### src/design/lru_pkg.sv
`default_nettype none

package lru_pkg;

    // Storage geometry.
    localparam int FRAMES    = 8;
    localparam int PAGE_BITS = 16;

    localparam int IDX_W  = (FRAMES > 1) ? $clog2(FRAMES) : 1;
    localparam int RANK_W = IDX_W;
    localparam int CNT_W  = $clog2(FRAMES + 1);

    // Fixed field widths of the stream payloads.
    localparam int PAGE_FIELD_W  = 16;
    localparam int SLOT_FIELD_W  = 3;
    localparam int TOTAL_FIELD_W = 16;
    localparam int CFG_W         = 4;

    localparam logic [TOTAL_FIELD_W-1:0] FAULT_MAX = '1;

    // Configuration register map.
    localparam int APB_ADDR_W = 3;
    localparam int APB_DATA_W = 32;
    localparam logic [APB_ADDR_W-3:0] REG_FRAMES_IN_USE = '0;
    localparam logic [CFG_W-1:0] FRAMES_IN_USE_RESET = CFG_W'(8);

    typedef logic [PAGE_BITS-1:0] page_t;
    typedef logic [RANK_W-1:0]    rank_t;
    typedef logic [IDX_W-1:0]     idx_t;
    typedef logic [CNT_W-1:0]     cnt_t;

    typedef enum logic [1:0] {
        ST_IDLE,
        ST_LOOKUP,
        ST_COMMIT
    } state_t;

    // Commands from the controller to the datapath.
    typedef struct packed {
        logic take;    // capture the incoming page
        logic lookup;  // register hit search and victim choice
        logic commit;  // update frames and load the result register
    } cmd_t;

    function automatic page_t page_from_field(input logic [PAGE_FIELD_W-1:0] f);
        logic [PAGE_FIELD_W+PAGE_BITS-1:0] t;
        t = {{PAGE_BITS{1'b0}}, f};
        return t[PAGE_BITS-1:0];
    endfunction

    function automatic logic [PAGE_FIELD_W-1:0] field_from_page(input page_t p);
        logic [PAGE_FIELD_W+PAGE_BITS-1:0] t;
        t = {{PAGE_FIELD_W{1'b0}}, p};
        return t[PAGE_FIELD_W-1:0];
    endfunction

    function automatic logic [SLOT_FIELD_W-1:0] slot_from_idx(input idx_t k);
        logic [SLOT_FIELD_W+IDX_W-1:0] t;
        t = {{SLOT_FIELD_W{1'b0}}, k};
        return t[SLOT_FIELD_W-1:0];
    endfunction

endpackage

`default_nettype wire

### src/design/lru_ctrl.sv
`default_nettype none

module lru_ctrl (
    input  wire logic          aclk,
    input  wire logic          aresetn,
    input  wire logic          in_valid,
    output logic               in_ready,
    output logic               out_valid,
    input  wire logic          out_ready,
    output lru_pkg::cmd_t      cmd
);
    import lru_pkg::*;

    state_t state_reg, state_next;
    logic   out_valid_reg, out_valid_next;

    always_ff @(posedge aclk) begin
        if (!aresetn) begin
            state_reg     <= ST_IDLE;
            out_valid_reg <= 1'b0;
        end else begin
            state_reg     <= state_next;
            out_valid_reg <= out_valid_next;
        end
    end

    always_comb begin
        state_next = state_reg;
        cmd        = '0;
        in_ready   = 1'b0;
        case (state_reg)
            ST_IDLE: begin
                in_ready = 1'b1;
                if (in_valid) begin
                    cmd.take   = 1'b1;
                    state_next = ST_LOOKUP;
                end
            end
            ST_LOOKUP: begin
                cmd.lookup = 1'b1;
                state_next = ST_COMMIT;
            end
            ST_COMMIT: begin
                // The result register must be free or draining this cycle.
                if (!out_valid_reg || out_ready) begin
                    cmd.commit = 1'b1;
                    state_next = ST_IDLE;
                end
            end
            default: begin
                state_next = ST_IDLE;
            end
        endcase

        if (cmd.commit) begin
            out_valid_next = 1'b1;
        end else if (out_ready) begin
            out_valid_next = 1'b0;
        end else begin
            out_valid_next = out_valid_reg;
        end
    end

    assign out_valid = out_valid_reg;

endmodule

`default_nettype wire

### src/design/lru_datapath.sv
`default_nettype none

module lru_datapath (
    input  wire logic                                 aclk,
    input  wire logic                                 aresetn,
    input  wire lru_pkg::cmd_t                        cmd,
    input  wire logic [lru_pkg::PAGE_FIELD_W-1:0]     in_page,
    input  wire logic [lru_pkg::CFG_W-1:0]            frames_in_use,
    output logic                                      res_hit,
    output logic [lru_pkg::SLOT_FIELD_W-1:0]          res_slot,
    output logic                                      res_evicted_valid,
    output logic [lru_pkg::PAGE_FIELD_W-1:0]          res_evicted_page,
    output logic [lru_pkg::TOTAL_FIELD_W-1:0]         res_fault_total
);
    import lru_pkg::*;

    // Frame store.
    page_t page_reg [FRAMES];
    page_t page_next [FRAMES];
    rank_t rank_reg [FRAMES];
    rank_t rank_next [FRAMES];
    cnt_t  filled_reg, filled_next;
    logic [TOTAL_FIELD_W-1:0] fault_reg, fault_next;

    // Item in flight.
    page_t pin_reg;
    logic  hit_reg;
    logic  full_reg;
    idx_t  k_reg;

    // Result register.
    logic                      res_hit_reg;
    logic [SLOT_FIELD_W-1:0]   res_slot_reg;
    logic                      res_ev_valid_reg;
    logic [PAGE_FIELD_W-1:0]   res_ev_page_reg;
    logic [TOTAL_FIELD_W-1:0]  res_fault_reg;

    // Lookup signals.
    cnt_t  act_frames;
    cnt_t  limit;
    logic  found;
    idx_t  hit_idx;
    idx_t  victim;
    rank_t best_rank;
    logic  full;
    rank_t rank_k;

    // Out-of-range settings collapse to one frame or to all frames.
    always_comb begin
        if (frames_in_use == '0) begin
            act_frames = CNT_W'(1);
        end else if (int'(frames_in_use) > FRAMES) begin
            act_frames = CNT_W'(FRAMES);
        end else begin
            act_frames = CNT_W'(frames_in_use);
        end
    end

    // Parallel compare over the active filled frames; the highest match wins.
    // The victim is the first active frame holding the largest rank.
    always_comb begin
        limit     = (filled_reg < act_frames) ? filled_reg : act_frames;
        full      = (filled_reg >= act_frames);
        found     = 1'b0;
        hit_idx   = '0;
        victim    = '0;
        best_rank = rank_reg[0];
        for (int i = 0; i < FRAMES; i++) begin
            if (CNT_W'(i) < limit && page_reg[i] == pin_reg) begin
                found   = 1'b1;
                hit_idx = IDX_W'(i);
            end
        end
        for (int i = 1; i < FRAMES; i++) begin
            if (CNT_W'(i) < act_frames && rank_reg[i] > best_rank) begin
                best_rank = rank_reg[i];
                victim    = IDX_W'(i);
            end
        end
    end

    // Commit: age the frames and place the page.
    always_comb begin
        page_next   = page_reg;
        rank_next   = rank_reg;
        filled_next = filled_reg;
        fault_next  = fault_reg;
        rank_k      = rank_reg[k_reg];
        if (cmd.commit) begin
            if (!hit_reg && fault_reg != FAULT_MAX) begin
                fault_next = fault_reg + TOTAL_FIELD_W'(1);
            end
            if (hit_reg || full_reg) begin
                // Frames newer than the touched one grow one step older.
                for (int i = 0; i < FRAMES; i++) begin
                    if (CNT_W'(i) < filled_reg && rank_reg[i] < rank_k) begin
                        rank_next[i] = rank_reg[i] + RANK_W'(1);
                    end
                end
            end else begin
                // Filling a free frame ages every filled frame.
                for (int i = 0; i < FRAMES; i++) begin
                    if (CNT_W'(i) < filled_reg) begin
                        rank_next[i] = rank_reg[i] + RANK_W'(1);
                    end
                end
                filled_next = filled_reg + CNT_W'(1);
            end
            rank_next[k_reg] = '0;
            if (!hit_reg) begin
                page_next[k_reg] = pin_reg;
            end
        end
    end

    always_ff @(posedge aclk) begin
        if (!aresetn) begin
            filled_reg <= '0;
            fault_reg  <= '0;
        end else begin
            filled_reg <= filled_next;
            fault_reg  <= fault_next;
        end
    end

    always_ff @(posedge aclk) begin
        page_reg <= page_next;
        rank_reg <= rank_next;
        if (cmd.take) begin
            pin_reg <= page_from_field(in_page);
        end
        if (cmd.lookup) begin
            hit_reg  <= found;
            full_reg <= full;
            if (found) begin
                k_reg <= hit_idx;
            end else if (full) begin
                k_reg <= victim;
            end else begin
                k_reg <= filled_reg[IDX_W-1:0];
            end
        end
        if (cmd.commit) begin
            res_hit_reg      <= hit_reg;
            res_slot_reg     <= slot_from_idx(k_reg);
            res_ev_valid_reg <= !hit_reg && full_reg;
            res_ev_page_reg  <= (!hit_reg && full_reg) ? field_from_page(page_reg[k_reg])
                                                       : '0;
            res_fault_reg    <= fault_next;
        end
    end

    assign res_hit           = res_hit_reg;
    assign res_slot          = res_slot_reg;
    assign res_evicted_valid = res_ev_valid_reg;
    assign res_evicted_page  = res_ev_page_reg;
    assign res_fault_total   = res_fault_reg;

endmodule

`default_nettype wire

### src/design/lru_page_replacement_unit.sv
// Channel  | Direction | Fields
// ---------+-----------+------------------------------------------------------------
// s_*      | in        | tdata[15:0] page
// m_*      | out       | tuser[0] hit; tdata[2:0] slot, [3] evicted_valid,
//          |           | [19:4] evicted_page, [35:20] fault_total, [39:36] zero
// APB      | in/out    | 0x0 frames_in_use[3:0], reset value 8
//
// Each reference passes through three steps: accepting the page, the
// parallel tag compare and victim search over the frames, and updating the
// frames and loading the result register. No new page is taken before commit.
// The commit step waits only while the result register is full and m_tready is
// low; an accepted result frees the register in the same cycle.
// Reset is synchronous and active low; it empties all frames and clears the
// fault total. Frame contents are not cleared, as only filled frames are read.
`default_nettype none

module lru_page_replacement_unit (
    input  wire logic                                 aclk,
    input  wire logic                                 aresetn,
    // Input stream.
    input  wire logic                                 s_tvalid,
    output logic                                      s_tready,
    input  wire logic [15:0]                          s_tdata,   // [15:0] page
    // Result stream.
    output logic                                      m_tvalid,
    input  wire logic                                 m_tready,
    output logic [39:0]                               m_tdata,   // slot, evicted_valid,
                                                                 // evicted_page, fault_total
    output logic                                      m_tuser,   // hit
    // Configuration port.
    input  wire logic                                 psel,
    input  wire logic                                 penable,
    input  wire logic                                 pwrite,
    input  wire logic [lru_pkg::APB_ADDR_W-1:0]       paddr,
    input  wire logic [lru_pkg::APB_DATA_W-1:0]       pwdata,
    output logic [lru_pkg::APB_DATA_W-1:0]            prdata,
    output logic                                      pready
);
    import lru_pkg::*;

    cmd_t cmd;
    logic [CFG_W-1:0] frames_in_use_reg;

    logic                      res_hit;
    logic [SLOT_FIELD_W-1:0]   res_slot;
    logic                      res_evicted_valid;
    logic [PAGE_FIELD_W-1:0]   res_evicted_page;
    logic [TOTAL_FIELD_W-1:0]  res_fault_total;

    // The register is written in the access phase of an APB write transaction.
    // Writes to addresses beyond the register map are dropped.
    assign pready = 1'b1;

    always_ff @(posedge aclk) begin
        if (!aresetn) begin
            frames_in_use_reg <= FRAMES_IN_USE_RESET;
        end else if (psel && penable && pwrite && pready
                     && paddr[APB_ADDR_W-1:2] == REG_FRAMES_IN_USE) begin
            frames_in_use_reg <= pwdata[CFG_W-1:0];
        end
    end

    always_comb begin
        prdata = '0;
        if (paddr[APB_ADDR_W-1:2] == REG_FRAMES_IN_USE) begin
            prdata = {{(APB_DATA_W-CFG_W){1'b0}}, frames_in_use_reg};
        end
    end

    // The controller sequences each transaction; the datapath holds the frames.
    lru_ctrl u_ctrl (
        .aclk      (aclk),
        .aresetn   (aresetn),
        .in_valid  (s_tvalid),
        .in_ready  (s_tready),
        .out_valid (m_tvalid),
        .out_ready (m_tready),
        .cmd       (cmd)
    );

    lru_datapath u_datapath (
        .aclk              (aclk),
        .aresetn           (aresetn),
        .cmd               (cmd),
        .in_page           (s_tdata),
        .frames_in_use     (frames_in_use_reg),
        .res_hit           (res_hit),
        .res_slot          (res_slot),
        .res_evicted_valid (res_evicted_valid),
        .res_evicted_page  (res_evicted_page),
        .res_fault_total   (res_fault_total)
    );

    assign m_tuser = res_hit;
    assign m_tdata = {4'b0000, res_fault_total, res_evicted_page,
                      res_evicted_valid, res_slot};

`ifndef ASSERT_OFF
    // Only one reference is in flight, so an accepted transaction closes the
    // input until it has been committed.
    a_one_in_flight: assert property (@(posedge aclk) disable iff (!aresetn)
        s_tvalid && s_tready |=> !s_tready)
        else $error("input accepted while a reference was in flight");

    // A hit never evicts a page.
    a_hit_no_evict: assert property (@(posedge aclk) disable iff (!aresetn)
        m_tvalid |-> !(m_tuser && m_tdata[3]))
        else $error("hit reported together with an eviction");

    // Without an eviction the evicted page reads as zero.
    a_evict_page_zero: assert property (@(posedge aclk) disable iff (!aresetn)
        m_tvalid && !m_tdata[3] |-> m_tdata[19:4] == 16'h0000)
        else $error("evicted page nonzero without an eviction");

    // A result that waits for the receiver stays valid and unchanged.
    a_result_held: assert property (@(posedge aclk) disable iff (!aresetn)
        m_tvalid && !m_tready |=> m_tvalid && $stable(m_tdata) && $stable(m_tuser))
        else $error("result changed while waiting for the receiver");
`endif

endmodule

`default_nettype wire
### config.mk
export PLATFORM = sky130hd
export DESIGN_NAME = lru_page_replacement_unit
export DESIGN_NICKNAME = d
export VERILOG_FILES = /design/src/design/lru_pkg.sv /design/src/design/lru_ctrl.sv /design/src/design/lru_datapath.sv /design/src/design/lru_page_replacement_unit.sv
export SDC_FILE = /design/constraint.sdc
export NUM_CORES = 1
export LEC_CHECK = 0
export BUFFER_PORTS_ARGS = -buffer_cell sky130_fd_sc_hd__buf_2
export CAP_MARGIN = 20
export CORE_MARGIN = 4
export CORE_UTILIZATION = 50
export CTS_BUF_LIST = sky130_fd_sc_hd__clkbuf_8 sky130_fd_sc_hd__clkbuf_16
export DETAILED_ROUTE_END_ITERATION = 10
export PLACE_DENSITY = 0.7
export SYNTH_ARGS = -nofsm -noshare
export SYNTH_HDL_FRONTEND = slang
export SYNTH_SLANG_ARGS = --single-unit
export TNS_END_PERCENT = 5
### constraint.sdc
create_clock -name aclk -period 13.1 [get_ports aclk]
set_input_delay 2.62 -clock aclk [delete_from_list [all_inputs] [get_ports aclk]]
set_output_delay 2.62 -clock aclk [all_outputs]
set_load 0.01 [all_outputs]
Yosys cells after proc, flatten, opt, wreduce, memory -nomap -nowiden
Cells that the tools add are included.
W data, S select, Z words.
- memories: 0
- RAM bits: 0
- bits in read-only memories: 0
- word-level logic and storage cells: 217
- output and inout port bits: 76
- bits in latches: 0
- register bits after elaboration: 237
- $add $sub $neg: 10
- order comparisons: 43
- muxes and demuxes: 76
- div/mod/pow operators: 0
- reductions and logical operators: 39
- bitwise operators: 6
- shifts and indexed selects: 0
- $mul: 0
- eq/ne operators: 13
- operator list (kind ; count):
    $bwmux W128 ; 1
    $eq A16 B16 Y1 ; 8
    $mux W3 ; 35
    $mux W16 ; 5
    $bmux W16 S3 ; 1
    $demux W16 S3 ; 1
    $lt A3 B4 Y1 const A ; 12
    $mux W24 ; 2
    $logic_and A1 B1 Y1 ; 29
    $add A3 B1 Y3 const B ; 8
    $and A24 B24 Y24 ; 1
    $lt A2 B4 Y1 const A ; 6
    $lt A3 B3 Y1 ; 8
    $not A24 Y24 ; 1
    $gt A3 B3 Y1 ; 7
    $lt A1 B4 Y1 const A ; 5
    $mux W1 ; 18
    $add A16 B1 Y16 const B ; 1
    $mux W4 ; 4
    $ne A16 B16 Y1 const B ; 1
    $mux W2 ; 6
    $bmux W3 S3 ; 1
    $demux W3 S3 ; 1
    $pmux W2 S3 ; 1
    other kinds (18) ; 24

Longest topological paths before layout
Gate-level depths: netlist of the first run.
- depth after elaboration: 26
- mapped depth: 46
- mapped depth without buffers: 46

Modules after synthesis
A second synthesis of the first run with hierarchy kept.
- cell total of the unflattened synthesis: 1033
- area total of the unflattened synthesis: 12565.8 sq um
- by module, submodules not included (module ; area each (sq um) ; times used ; seq. area each (sq um) ; cells each):
    lru_datapath ; 11950.2 ; 1 ; 6706.4 ; 961
    lru_page_replacement_unit ; 469.2 ; 1 ; 80.1 ; 58
    lru_ctrl ; 146.4 ; 1 ; 60.1 ; 14

Worst setup path before layout of the first run
Ideal clock, no wire load.
- path type: register -> register
- start: reg u_datapath.rank_reg[19] (netlist bit)
- end: reg u_datapath.k_reg[1] (data pin)
- data arrival time: 8.604 ns
- path slack: 4.231 ns
- stages on the path, launching flop included: 46
- required time: 12.834 ns
- setup time: 0.266 ns
- cells stage by stage: edfxtp_1 -> ha_1 -> nand2_1 -> o21ai_2 -> nand2_1 -> nand2_1 -> o21ai_0 -> ha_1 -> nor2_1 -> a31oi_1 -> nor3_1 -> o21ai_0 -> mux2_2 -> ha_1 -> or2_2 -> a21boi_1 -> o31a_1 -> mux2_2 -> (+10 left out) -> o2111ai_1 -> nand2_1 -> mux2i_1 -> ha_1 -> nor2b_1 -> o21a_1 -> o21ai_1 -> nand2_1 -> nor3_1 -> a311oi_1 -> ha_1 -> nor2b_1 -> o21ai_0 -> nand2b_1 -> a32oi_1 -> and2_1 -> nor3_1 -> or3b_1
- cells in the longest elaborated chain, start to end: 23
- elaborated cells on any way between the ends: 28
- classes of those cells: 7 x order compare; 14 x mux; 7 x reduce/logical
- RTL lines (what ; RTL line ; RTL):
    from (decl) ; lru_datapath.sv:20 ; rank_t rank_reg [FRAMES];
    from (signal assigned) ; lru_datapath.sv:128 ; rank_reg <= rank_next;
    $gt A3 B3 Y1 ; lru_datapath.sv:75 ; if (CNT_W'(i) < act_frames && rank_reg[i] > best_rank) begin
    $logic_and A1 B1 Y1 ; lru_datapath.sv:75 ;
    $mux W3 (*) ; lru_datapath.sv:75 ;
    $gt A3 B3 Y1 ; lru_datapath.sv:75 ;
    $logic_and A1 B1 Y1 ; lru_datapath.sv:75 ;
    $mux W3 ; lru_datapath.sv:75 ;
    $gt A3 B3 Y1 ; lru_datapath.sv:75 ;
    $logic_and A1 B1 Y1 ; lru_datapath.sv:75 ;
    (+7 left out) ; n/a ;
    $gt A3 B3 Y1 ; lru_datapath.sv:75 ;
    $logic_and A1 B1 Y1 ; lru_datapath.sv:75 ;
    $mux W3 ; lru_datapath.sv:75 ;
    $gt A3 B3 Y1 ; lru_datapath.sv:75 ;
    $logic_and A1 B1 Y1 ; lru_datapath.sv:75 ;
    $mux W3 (*) ; lru_datapath.sv:75 ;
    $mux W3 (*) ; lru_datapath.sv:137 ; end else if (full) begin
    $mux W3 (*) ; lru_datapath.sv:135 ; if (found) begin
    to (signal assigned) ; lru_datapath.sv:136 ; k_reg <= hit_idx;
    to (signal assigned) ; lru_datapath.sv:138 ; k_reg <= victim;
    to (signal assigned) ; lru_datapath.sv:140 ; k_reg <= filled_reg[IDX_W-1:0];
    to (decl) ; lru_datapath.sv:29 ; idx_t k_reg;
Mark *: on every way between the ends. The rest lies on a longest branch, timed or not.
A chain may end at the register's enable or synchronous reset.

Final worst setup path of the first run
Ends and elaborated chain as after synthesis.

==> impl_results.md, run 1 <==
- Library cell with the largest summed area after synthesis: sky130_fd_sc_hd__edfxtp_1
- Mean instance size in the synthesized netlist: 11.97 µm²
- Most numerous cell types in the synthesized netlist: 210 x sky130_fd_sc_hd__edfxtp_1, 101 x sky130_fd_sc_hd__xor2_1, 77 x sky130_fd_sc_hd__a22oi_1
- Final clock period utilization by the worst path: 77.04%
- Fraction of layout instances using a drive strength above 1: 14.26%
- Die Y: 166.3 µm
- Slew of the pin with the lowest slew margin: 1113 ps
- Run status: finished clean
- Setup violators final: 0
- Aggregate global routing overflow: 0
- Pin count of the biggest net entering global routing: 62
- Final nets: 1,212
- Distinct cell type count after synthesis: 77
- Clock latency of the later-clocked register in the worst-skew pair: 540 ps
- Post-route DRC violation count: 0
- EDFF count, synth: 210
- Setup TNS: 0 ps
- Clk pin slew, worst setup/hold paths: 60 ps
- Largest register FFs: 128
- Path type of the worst setup path: reg -> reg
- Number of clock sinks seen by CTS: 237
- Type of element launching the critical path: flop
- Synth Instances: 1,047
- Clock tree skew after final layout: 22.86 ps
- Minimum clock period: 10,090 ps
- Seq cells post-synth: 237
- Ys async rst share: 0%
- Unrepaired setup endpoints after global routing: no
- Number of hold violations in the final report: 0
- Die Area: 27,660 µm²
- Area share of the leading cell type in the synthesized netlist: 50.31%
- Wire length of the first global-routing pass: 47,920 µm
- Wire length after detailed routing: 31,470 µm
- Hold-fix buffers at CTS: 0
- Max_cap viols: 0
- CP max FO: 10
- Biggest area contributors in the synthesized netlist: sky130_fd_sc_hd__edfxtp_1 50%, sky130_fd_sc_hd__xor2_1 7.1%, sky130_fd_sc_hd__a22oi_1 4.6%
- CTS root buffer: sky130_fd_sc_hd__clkbuf_16
- Max Transition Viols Final: 0
- Mean number of vias per cell: 5.851
- Dominant delay contributor by cell family on the critical path: compound AO/OA/AOI/OAI gates
- Crit path DAT: 10,360 ps
- Delay of the slowest cell on the worst path: 530 ps
- Clock Path Buffers: 3
- Placed cells: 1,405
- Critical path capture point type: flop
- Detail-routed net length per standard cell: 21.66 µm
- Router iterations before antenna repair: 5
- Area overhead of the layout relative to synthesis: 11.72%
- Antenna fix cells: 0
- Std cell rows: 57
- Max stage delay cell, worst path: sky130_fd_sc_hd__edfxtp_1
- Initial antenna violation count: 0
- Most frequent cell after synthesis: sky130_fd_sc_hd__edfxtp_1
- Yosys warnings: 0
- Total CTS buffers: 26
- Total GRT Usage: 21.93%
- TritonCTS clock tree: built
- Sequential cell area fraction in the yosys report: 54.63%
- Cell type with the highest occurrence count on the critical path: sky130_fd_sc_hd__ha_1
- Core Region: 24,460 µm²
- Hold Path Class: reg -> reg
- Deepest level of the CTS H-tree: 1
- Gpl congestion: 0.9108
- Power Density: 123.8 nW/µm²
- Static leakage power: 5.051 nW
- Multi-input logic area: 5265 µm²
- First DRT Iteration DRCs: 749
- Highest attainable clock frequency: 0.09909 GHz
- Number of I/O pins: 134
- Final HPWL from detailed placement: 20,980 µm
- Count of fill cells added during filler insertion: 2,054
- Required time at the worst-slack endpoint: 13,370 ps
- Maximum resistive drop on vdd: 104.0 µV
- Initial standard-cell utilization of the core: 51.24%
- Remaining antenna violation count after routing: 0
- Via count of the first global-routing pass: 8,201
- Bufs and invs on worst path: 0
- Post-route insts no fill: 1,453
- Headroom to the max-slew limit: 25.82%
- Total number of vias: 8,501
- Top_reg_cell synth: sky130_fd_sc_hd__edfxtp_1
- Cell area after synthesis: 12,530 µm²
- Buffers inserted during post-CTS setup optimization: 0
- X dimension of the die: 166.3 µm
- Port-buffer cells: 70
- Cts repair resizes: 0
- FF/Latch Area: 6847 µm²
stage by stage:
step                      total power [mW]  instance area, µm²  util, %  hold WS, ps  setup WS, ps
final                                1.734               14000    57.24        542.2          3008
after floorplan                     0.9614               12650        -        456.0          4231
after global placement              0.9939               13110    53.58        522.7          3342
after detailed placement            0.9965               13110    53.58        528.5          3109
after CTS                            1.746               14000    57.24        552.6          3066
after global routing                 1.797               14000    57.24        580.8          2238
worst reg2reg max path: cells and delay by family (launching register included):
| kind | cells | cell delay, ps |
|---|---|---|
| multiplexers | 4 | 1280 |
| AO/OA/AOI/OAI | 16 | 3170 |
| adder cells (fa/ha/maj) | 7 | 2130 |
| AND/OR/NAND/NOR | 18 | 2710 |
| flip-flops | 1 | 530 |
report_power, final:
group          internal, mW  switching (mW)  total, mW  leakage, nW
combinational        0.0488          0.0746      0.123         2.50
sequential            0.835          0.0242      0.859         2.11
clock                 0.446           0.305      0.751        0.436
logic make-up after synthesis:
| group | synth area share [%] |
|---|---|
| buffers and inverters | 4.512 |
| XOR/XNOR | 11.32 |
| AO/OA/AOI/OAI | 12.00 |
| adder cells (fa/ha/maj) | 4.492 |
| multiplexers | 1.557 |
| other | 0.05992 |
| AND/OR/NAND/NOR | 11.43 |
| flip-flops | 54.63 |
cell type report:
type | count | area share, %
Sequential cell | 237 | 48.90
Clock buffer | 26 | 4.647
Inverter | 30 | 0.8042
Timing Repair Buffer | 87 | 3.413
Tap cell | 324 | 2.895
Clock inverter | 22 | 1.742
Multi-Input combinational cell | 727 | 37.60
routing by layer:
metal	vias to the layer above	wire (µm)	global-route usage, %
met2	371	14550	35.51
met3	70	2441	3.666
met5	-	0	0
met1	4096	13420	30.30
li1	3964	-	-
met4	0	1055	7.328
placed cells by master, fill, tap and decap left out, types with 4 or more instances in the layout:
| cell type | instances |
|---|---|
| sky130_fd_sc_hd__edfxtp_1 | 210 |
| sky130_fd_sc_hd__xor2_1 | 101 |
| sky130_fd_sc_hd__a22oi_1 | 77 |
| sky130_fd_sc_hd__buf_2 | 70 |
| sky130_fd_sc_hd__nor2_1 | 69 |
| sky130_fd_sc_hd__xnor2_1 | 61 |
| sky130_fd_sc_hd__ha_1 | 45 |
| sky130_fd_sc_hd__nand2_1 | 34 |
| sky130_fd_sc_hd__conb_1 | 33 |
| sky130_fd_sc_hd__inv_1 | 30 |
| sky130_fd_sc_hd__nor4_1 | 28 |
| sky130_fd_sc_hd__and2_1 | 27 |
| sky130_fd_sc_hd__dfxtp_1 | 27 |
| sky130_fd_sc_hd__o21ai_0 | 26 |
| sky130_fd_sc_hd__clkbuf_16 | 26 |
| sky130_fd_sc_hd__nor2b_1 | 19 |
| sky130_fd_sc_hd__nand4_1 | 19 |
| sky130_fd_sc_hd__nand3_1 | 17 |
| sky130_fd_sc_hd__buf_4 | 17 |
| sky130_fd_sc_hd__nand2b_1 | 16 |
| sky130_fd_sc_hd__a41oi_1 | 16 |
| sky130_fd_sc_hd__a21oi_1 | 15 |
| sky130_fd_sc_hd__mux2i_1 | 12 |
| sky130_fd_sc_hd__and3_1 | 11 |
| sky130_fd_sc_hd__a31oi_1 | 8 |
| sky130_fd_sc_hd__clkinv_2 | 7 |
| sky130_fd_sc_hd__o21a_1 | 6 |
| sky130_fd_sc_hd__nor3_1 | 6 |
| sky130_fd_sc_hd__o21ai_1 | 5 |
| sky130_fd_sc_hd__o2111ai_1 | 5 |
| sky130_fd_sc_hd__o21ai_2 | 4 |
| sky130_fd_sc_hd__bufinv_16 | 4 |
| sky130_fd_sc_hd__clkinvlp_4 | 4 |
final timing paths:
| check | startpoint | to | slack [ps] | cells after the start |
|---|---|---|---|---|
| hold / removal | u_datapath.hit_reg | u_datapath.res_hit | 540 | 0 |
| setup reg to reg | u_datapath.rank_reg[19] | u_datapath.k_reg[1] | 3010 | 45 |
| hold reg to reg | u_datapath.hit_reg | u_datapath.res_hit | 540 | 0 |
| setup / recovery | u_datapath.rank_reg[19] | u_datapath.k_reg[1] | 3010 | 45 |
No activity file was read; power rests on OpenSTA's default activity.
==> run 2, diff against run 1 <==
==> constraint.sdc (replaced) <==
create_clock -name aclk -period 9.5 [get_ports aclk]
set_input_delay 1.9 -clock aclk [delete_from_list [all_inputs] [get_ports aclk]]
set_output_delay 1.9 -clock aclk [all_outputs]
set_load 0.01 [all_outputs]
==> impl_results.md, run 2 (synthesized netlist as in run 1, its figures left out) <==
- Run status: finished clean (unchanged)
- Max_cap viols: 0 (unchanged)
- Die Y: 166.3 µm (unchanged)
- Die Area: 27,660 µm² (unchanged)
- Path type of the worst setup path: reg -> reg (unchanged)
- Initial standard-cell utilization of the core: 51.24% (unchanged)
- Required time at the worst-slack endpoint: 9770 ps (was 13,370 ps)
- Remaining antenna violation count after routing: 0 (unchanged)
- Highest attainable clock frequency: 0.1105 GHz (was 0.09909 GHz)
- Maximum resistive drop on vdd: 151.1 µV (was 104.0 µV)
- Crit path DAT: 9320 ps (was 10,360 ps)
- Max Transition Viols Final: 0 (unchanged)
- Setup slack on the worst flop-to-flop path: 450 ps (was 3010 ps)
- Aggregate global routing overflow: 0 (unchanged)
- Delay of the slowest cell on the worst path: 420 ps (was 530 ps)
- Setup violators final: 0 (unchanged)
- Std cell rows: 57 (unchanged)
- Clock tree skew after final layout: 21.48 ps (was 22.86 ps)
- Area overhead of the layout relative to synthesis: 13.63% (was 11.72%)
- Net switching power: 561.5 µW (was 404.2 µW)
- Commonest cells after routing, fill and taps aside: 210 x sky130_fd_sc_hd__edfxtp_1, 101 x sky130_fd_sc_hd__xor2_1, 77 x sky130_fd_sc_hd__a22oi_1 (unchanged)
- CP max FO: 5 (was 10)
- Total power: 2.409 mW (was 1.734 mW)
- Final clock period utilization by the worst path: 95.24% (was 77.04%)
- Switching share of power: 23.31% (about the same)
- Core Region: 24,460 µm² (unchanged)
- Headroom to the max-slew limit: 22.76% (was 25.82%)
- CTS root buffer: sky130_fd_sc_hd__clkbuf_16 (unchanged)
- Wire length after detailed routing: 31,400 µm (was 31,470 µm)
- Deepest level of the CTS H-tree: 1 (unchanged)
- Final HPWL from detailed placement: 21,090 µm (was 20,980 µm)
- Detail-routed net length per standard cell: 21.36 µm (was 21.66 µm)
- Port-buffer cells: 70 (unchanged)
- Max stage delay cell, worst path: sky130_fd_sc_hd__edfxtp_1 (unchanged)
- Critical path capture point type: flop (unchanged)
- Total number of vias: 8,603 (was 8,501)
- Clock Path Buffers: 3 (unchanged)
- Post-route insts no fill: 1,470 (was 1,453)
- Router iterations before antenna repair: 6 (was 5)
- Count of fill cells added during filler insertion: 2,015 (was 2,054)
- Fraction of layout instances using a drive strength above 1: 16.49% (was 14.26%)
- Placed cells: 1,417 (was 1,405)
- Most common cell after layout, fill and taps aside: sky130_fd_sc_hd__edfxtp_1 (unchanged)
- Static leakage power: 5.179 nW (was 5.051 nW)
- Via count of the first global-routing pass: 8,288 (was 8,201)
- Internal power: 1.848 mW (was 1.329 mW)
- Mean number of vias per cell: 5.852 (was 5.851)
- Number of clock sinks seen by CTS: 237 (unchanged)
- TritonCTS clock tree: built (unchanged)
- Clock latency of the later-clocked register in the worst-skew pair: 550 ps (was 540 ps)
- Type of element launching the critical path: flop (unchanged)
- Hold Path Class: reg -> reg (unchanged)
- Fraction of power consumed by the clock network: 43.2% (was 43.3%)
- Final nets: 1,229 (was 1,212)
- Final core area utilization: 58.22% (was 57.24%)
- Worst Slack Setup Final: 452.6 ps (was 3008 ps)
- Number of I/O pins: 134 (unchanged)
- Post-placement setup slack: -154.4 ps (was 3109 ps)
- Total CTS buffers: 26 (unchanged)
- Total GRT Usage: 22.00% (was 21.93%)
- X dimension of the die: 166.3 µm (unchanged)
- Pin count of the biggest net entering global routing: 62 (unchanged)
- Post-route DRC violation count: 0 (unchanged)
- Setup TNS: 0 ps (unchanged)
- Clk pin slew, worst setup/hold paths: 60 ps (about the same)
- Sequential share of power: 49.1% (was 49.6%)
- Slew of the pin with the lowest slew margin: 1159 ps (was 1113 ps)
- Largest register FFs: 128 (unchanged)
- Combinational power share: 7.6% (was 7.1%)
- Power Density: 169.2 nW/µm² (was 123.8 nW/µm²)
- Number of hold violations in the final report: 0 (unchanged)
- Minimum clock period: 9047 ps (was 10,090 ps)
- Cell type with the highest occurrence count on the critical path: sky130_fd_sc_hd__ha_1 (unchanged)
- Antenna fix cells: 0 (unchanged)
- First DRT Iteration DRCs: 941 (was 749)
- Initial antenna violation count: 0 (unchanged)
- Wire length of the first global-routing pass: 47,980 µm (was 47,920 µm)
- Gpl congestion: 0.9052 (was 0.9108)
[run 2: cell types whose count changed in the layout (fill, tap and decap cells not counted), sizes merged]
cell and delta:
clkinvlp -4, inv +2, buf +17, clkbuf +2, clkinv +1, bufinv -1
[run 2: final timing paths]
path,to,from,depth (start not counted)
min,u_datapath.res_hit,u_datapath.hit_reg,0
max,u_datapath.k_reg[1],u_datapath.rank_reg[19],45
min reg2reg,u_datapath.res_hit,u_datapath.hit_reg,0
max reg2reg,u_datapath.k_reg[1],u_datapath.rank_reg[19],45
[run 2: layer usage]
metal | track usage, % | wire length (µm)
met1 | 29.79 | 13020
met2 | 36.24 | 14700
met3 | 3.166 | 2305
met4 | 8.324 | 1374
met5 | 0 | 0
[run 2: final cells by class]
| class | count | area, µm² | share of cell area, % |
|---|---|---|---|
| Tap cell | 324 | 405.4 | 2.847 |
| Multi-Input combinational cell | 727 | 5355 | 37.60 |
| Clock inverter | 20 | 211.5 | 1.485 |
| Clock buffer | 28 | 700.7 | 4.920 |
| Timing Repair Buffer | 104 | 609.3 | 4.279 |
| Sequential cell | 237 | 6847 | 48.08 |
| Inverter | 30 | 112.6 | 0.7907 |
[run 2: power by group through the flow]
stage / Clock (mW) / Sequential, mW / Combinational (mW)
after global routing: 1.10 / 1.19 / 0.202
final: 1.04 / 1.18 / 0.184
after detailed placement: 0 / 1.21 / 0.172
after global placement: 0 / 1.20 / 0.169
after floorplan: 0 / 1.19 / 0.138
after CTS: 1.06 / 1.18 / 0.174
[run 2: per-stage QoR]
step                instance area, µm²  hold slack (ps)
floorplan                        12650            456.0
global placement                 13200            543.5
detailed placement               13200            532.9
CTS                              14130            553.1
global route                     14240            577.1
finish                           14240            539.9
[run 2: repair_timing]
| item | CTS | global route |
|---|---|---|
| buffers inserted | 0 | 5 |
| cloned | 0 | 0 |
| hold buffers | 0 | 0 |
| pin swaps | 0 | 8 |
| endpoints found under the setup margin | 3 | 3 |
| gates resized for setup | 5 | 18 |
[run 2: critical path, delay by kind of cell (launching register included)]
kind / cells / cell delay [ps]
AND/OR/NAND/NOR: 19 / 2790
AO/OA/AOI/OAI: 15 / 2310
adder cells (fa/ha/maj): 7 / 2110
multiplexers: 4 / 1140
flip-flops: 1 / 420
==> run 3, diff against run 2 <==
--- a/config.mk
+++ b/config.mk
@@ -11,7 +11,7 @@
 export CORE_UTILIZATION = 50
 export CTS_BUF_LIST = sky130_fd_sc_hd__clkbuf_8 sky130_fd_sc_hd__clkbuf_16
 export DETAILED_ROUTE_END_ITERATION = 10
-export PLACE_DENSITY = 0.7
+export PLACE_DENSITY = 0.71
 export SYNTH_ARGS = -nofsm -noshare
 export SYNTH_HDL_FRONTEND = slang
 export SYNTH_SLANG_ARGS = --single-unit
==> impl_results.md, run 3 (synthesized netlist as in run 1, its figures left out) <==
- Run status: finished clean (unchanged)
- CTS root buffer: sky130_fd_sc_hd__clkbuf_16 (unchanged)
- Wire length of the first global-routing pass: 48,780 µm (was 47,980 µm)
- Path type of the worst setup path: reg -> reg (unchanged)
- Remaining antenna violation count after routing: 0 (unchanged)
- Mean number of vias per cell: 5.848 (was 5.852)
- Minimum clock period: 9182 ps (was 9047 ps)
- Power Density: 165.3 nW/µm² (was 169.2 nW/µm²)
- Core Region: 24,460 µm² (unchanged)
- Type of element launching the critical path: flop (unchanged)
- Bufs and invs on worst path: 0 (unchanged)
- Number of I/O pins: 134 (unchanged)
- Initial antenna violation count: 0 (unchanged)
- First DRT Iteration DRCs: 889 (was 941)
- Initial standard-cell utilization of the core: 51.24% (unchanged)
- Critical path capture point type: flop (unchanged)
- Area post-placement: 13,180 µm² (was 13,200 µm²)
- Hold-critical path endpoint: u_datapath.res_hit (unchanged)
- Aggregate global routing overflow: 0 (unchanged)
- Hold Path Class: reg -> reg (unchanged)
- Largest register FFs: 128 (unchanged)
- Router iterations before antenna repair: 7 (was 6)
- Total GRT Usage: 22.38% (was 22.00%)
- Fraction of layout instances using a drive strength above 1: 16.22% (was 16.49%)
- Cell type with the highest occurrence count on the critical path: sky130_fd_sc_hd__ha_1 (unchanged)
- Max stage delay cell, worst path: sky130_fd_sc_hd__edfxtp_1 (unchanged)
- Number of cells on the critical path: 45 (unchanged)
- Dominant delay contributor by cell family on the critical path: simple AND/OR/NAND/NOR gates (unchanged)
- Highest attainable clock frequency: 0.1089 GHz (was 0.1105 GHz)
- Crit path DAT: 9460 ps (was 9320 ps)
- TritonCTS clock tree: built (unchanged)
- Antenna fix cells: 0 (unchanged)
- Setup slack on the worst flop-to-flop path: 320 ps (was 450 ps)
- Pin count of the biggest net entering global routing: 62 (unchanged)
- Final clock period utilization by the worst path: 96.65% (was 95.24%)
- Total number of vias: 8,603 (unchanged)
- Worst hold path depth: 0 (unchanged)
- Post-Layout Inst Area: 14,180 µm² (was 14,240 µm²)
- Final nets: 1,230 (was 1,229)
- Headroom to the max-slew limit: 20.17% (was 22.76%)
- Slew of the pin with the lowest slew margin: 1197 ps (was 1159 ps)
- Area overhead of the layout relative to synthesis: 13.13% (was 13.63%)
- CP max FO: 5 (unchanged)
- End of the worst register-to-register path: u_datapath.k_reg[1] (unchanged)
- Cells on worst reg2reg path: 45 (unchanged)
- Launching point of the worst reg2reg path: u_datapath.rank_reg[20] (was u_datapath.rank_reg[19])
- Post-route DRC violation count: 0 (unchanged)
- Std cell rows: 57 (unchanged)
- Setup violators final: 0 (unchanged)
- Commonest cells after routing, fill and taps aside: 210 x sky130_fd_sc_hd__edfxtp_1, 101 x sky130_fd_sc_hd__xor2_1, 77 x sky130_fd_sc_hd__a22oi_1 (unchanged)
- Post-placement setup slack: -91.54 ps (was -154.4 ps)
- Clock tree skew after final layout: 17.44 ps (was 21.48 ps)
- Number of hold violations in the final report: 0 (unchanged)
- Most common cell after layout, fill and taps aside: sky130_fd_sc_hd__edfxtp_1 (unchanged)
- Deepest level of the CTS H-tree: 1 (unchanged)
- Gpl congestion: 0.9071 (was 0.9052)
- Static leakage power: 5.164 nW (was 5.179 nW)
- Worst Slack Setup Final: 318.2 ps (was 452.6 ps)
- Clock Path Buffers: 3 (unchanged)
- Clock latency of the later-clocked register in the worst-skew pair: 550 ps (about the same)
- Max_cap viols: 0 (unchanged)
- Required time at the worst-slack endpoint: 9780 ps (was 9770 ps)
- Die Area: 27,660 µm² (unchanged)
- Port-buffer cells: 70 (unchanged)
- Hold-fix buffers at CTS: 0 (unchanged)
- Wire length after detailed routing: 32,320 µm (was 31,400 µm)
- Worst hold start: u_datapath.hit_reg (unchanged)
- Final HPWL from detailed placement: 21,380 µm (was 21,090 µm)
- Detail-routed net length per standard cell: 21.97 µm (was 21.36 µm)
- Maximum resistive drop on vdd: 160.2 µV (was 151.1 µV)
- Via count of the first global-routing pass: 8,375 (was 8,288)
- Die Y: 166.3 µm (unchanged)
- Delay of the slowest cell on the worst path: 420 ps (about the same)
- Total CTS buffers: 26 (unchanged)
- Number of clock sinks seen by CTS: 237 (unchanged)
- Clk pin slew, worst setup/hold paths: 70 ps (was 60 ps)
- X dimension of the die: 166.3 µm (unchanged)
- Max Transition Viols Final: 0 (unchanged)
run 3: cell types whose count changed in the layout (fill, tap and decap cells not counted), sizes merged:
| cell | change |
|---|---|
| buf | +1 |
| bufinv | -1 |
| clkinv | -2 |
| inv | +3 |
run 3: power breakdown:
part	total (mW)	internal, mW	switching, mW
combinational	0.190	0.0774	0.112
clock	0.969	0.568	0.401
sequential	1.18	1.15	0.0322
total	2.34	1.80	0.546
run 3: layout make-up:
cell class | instances | area [µm²]
Clock buffer | 28 | 678.2
Clock inverter | 20 | 161.4
Fill cell | 1996 | 10280
Inverter | 30 | 112.6
Multi-Input combinational cell | 727 | 5358
Sequential cell | 237 | 6847
Tap cell | 324 | 405.4
Timing Repair Buffer | 105 | 616.8
run 3: per-stage QoR:
stage / std cells / util, % / hold WS, ps / power [mW] / setup TNS, ps
after global placement: 1414 / 53.86 / 520.7 / 1.373 / 0
after floorplan: 1078 / - / 456.0 / 1.326 / 0
final: 1471 / 57.96 / 543.5 / 2.343 / 0
after CTS: 1462 / 57.29 / 539.2 / 2.343 / 0
after global routing: 1471 / 57.96 / 561.7 / 2.431 / -375.0
after detailed placement: 1414 / 53.86 / 518.1 / 1.378 / -91.54
run 3: worst max path at each step:
stage	slack (ps)	start	endpoint
floorplan	630	u_datapath.rank_reg[19]	u_datapath.k_reg[1]
global placement	100	u_datapath.rank_reg[18]	u_datapath.k_reg[1]
detailed placement	-90	u_datapath.rank_reg[18]	u_datapath.k_reg[1]
CTS	30	u_datapath.rank_reg[18]	u_datapath.k_reg[1]
global route	-180	u_datapath.rank_reg[19]	u_datapath.k_reg[1]
finish	320	u_datapath.rank_reg[20]	u_datapath.k_reg[1]
run 3: per-layer routing:
metal	part of all wire, %	GRT usage (%)
met1	41	29.73
met2	47	36.22
met3	8.4	4.832
met4	4.3	8.680
met5	0	0
run 3: timing repair:
item                                    4_1_cts  5_1_grt
gates cloned                                  0        0
endpoints found under the setup margin        1        3
pin swaps                                     0       13
resized for setup                             2       21
buffers inserted                              0        9
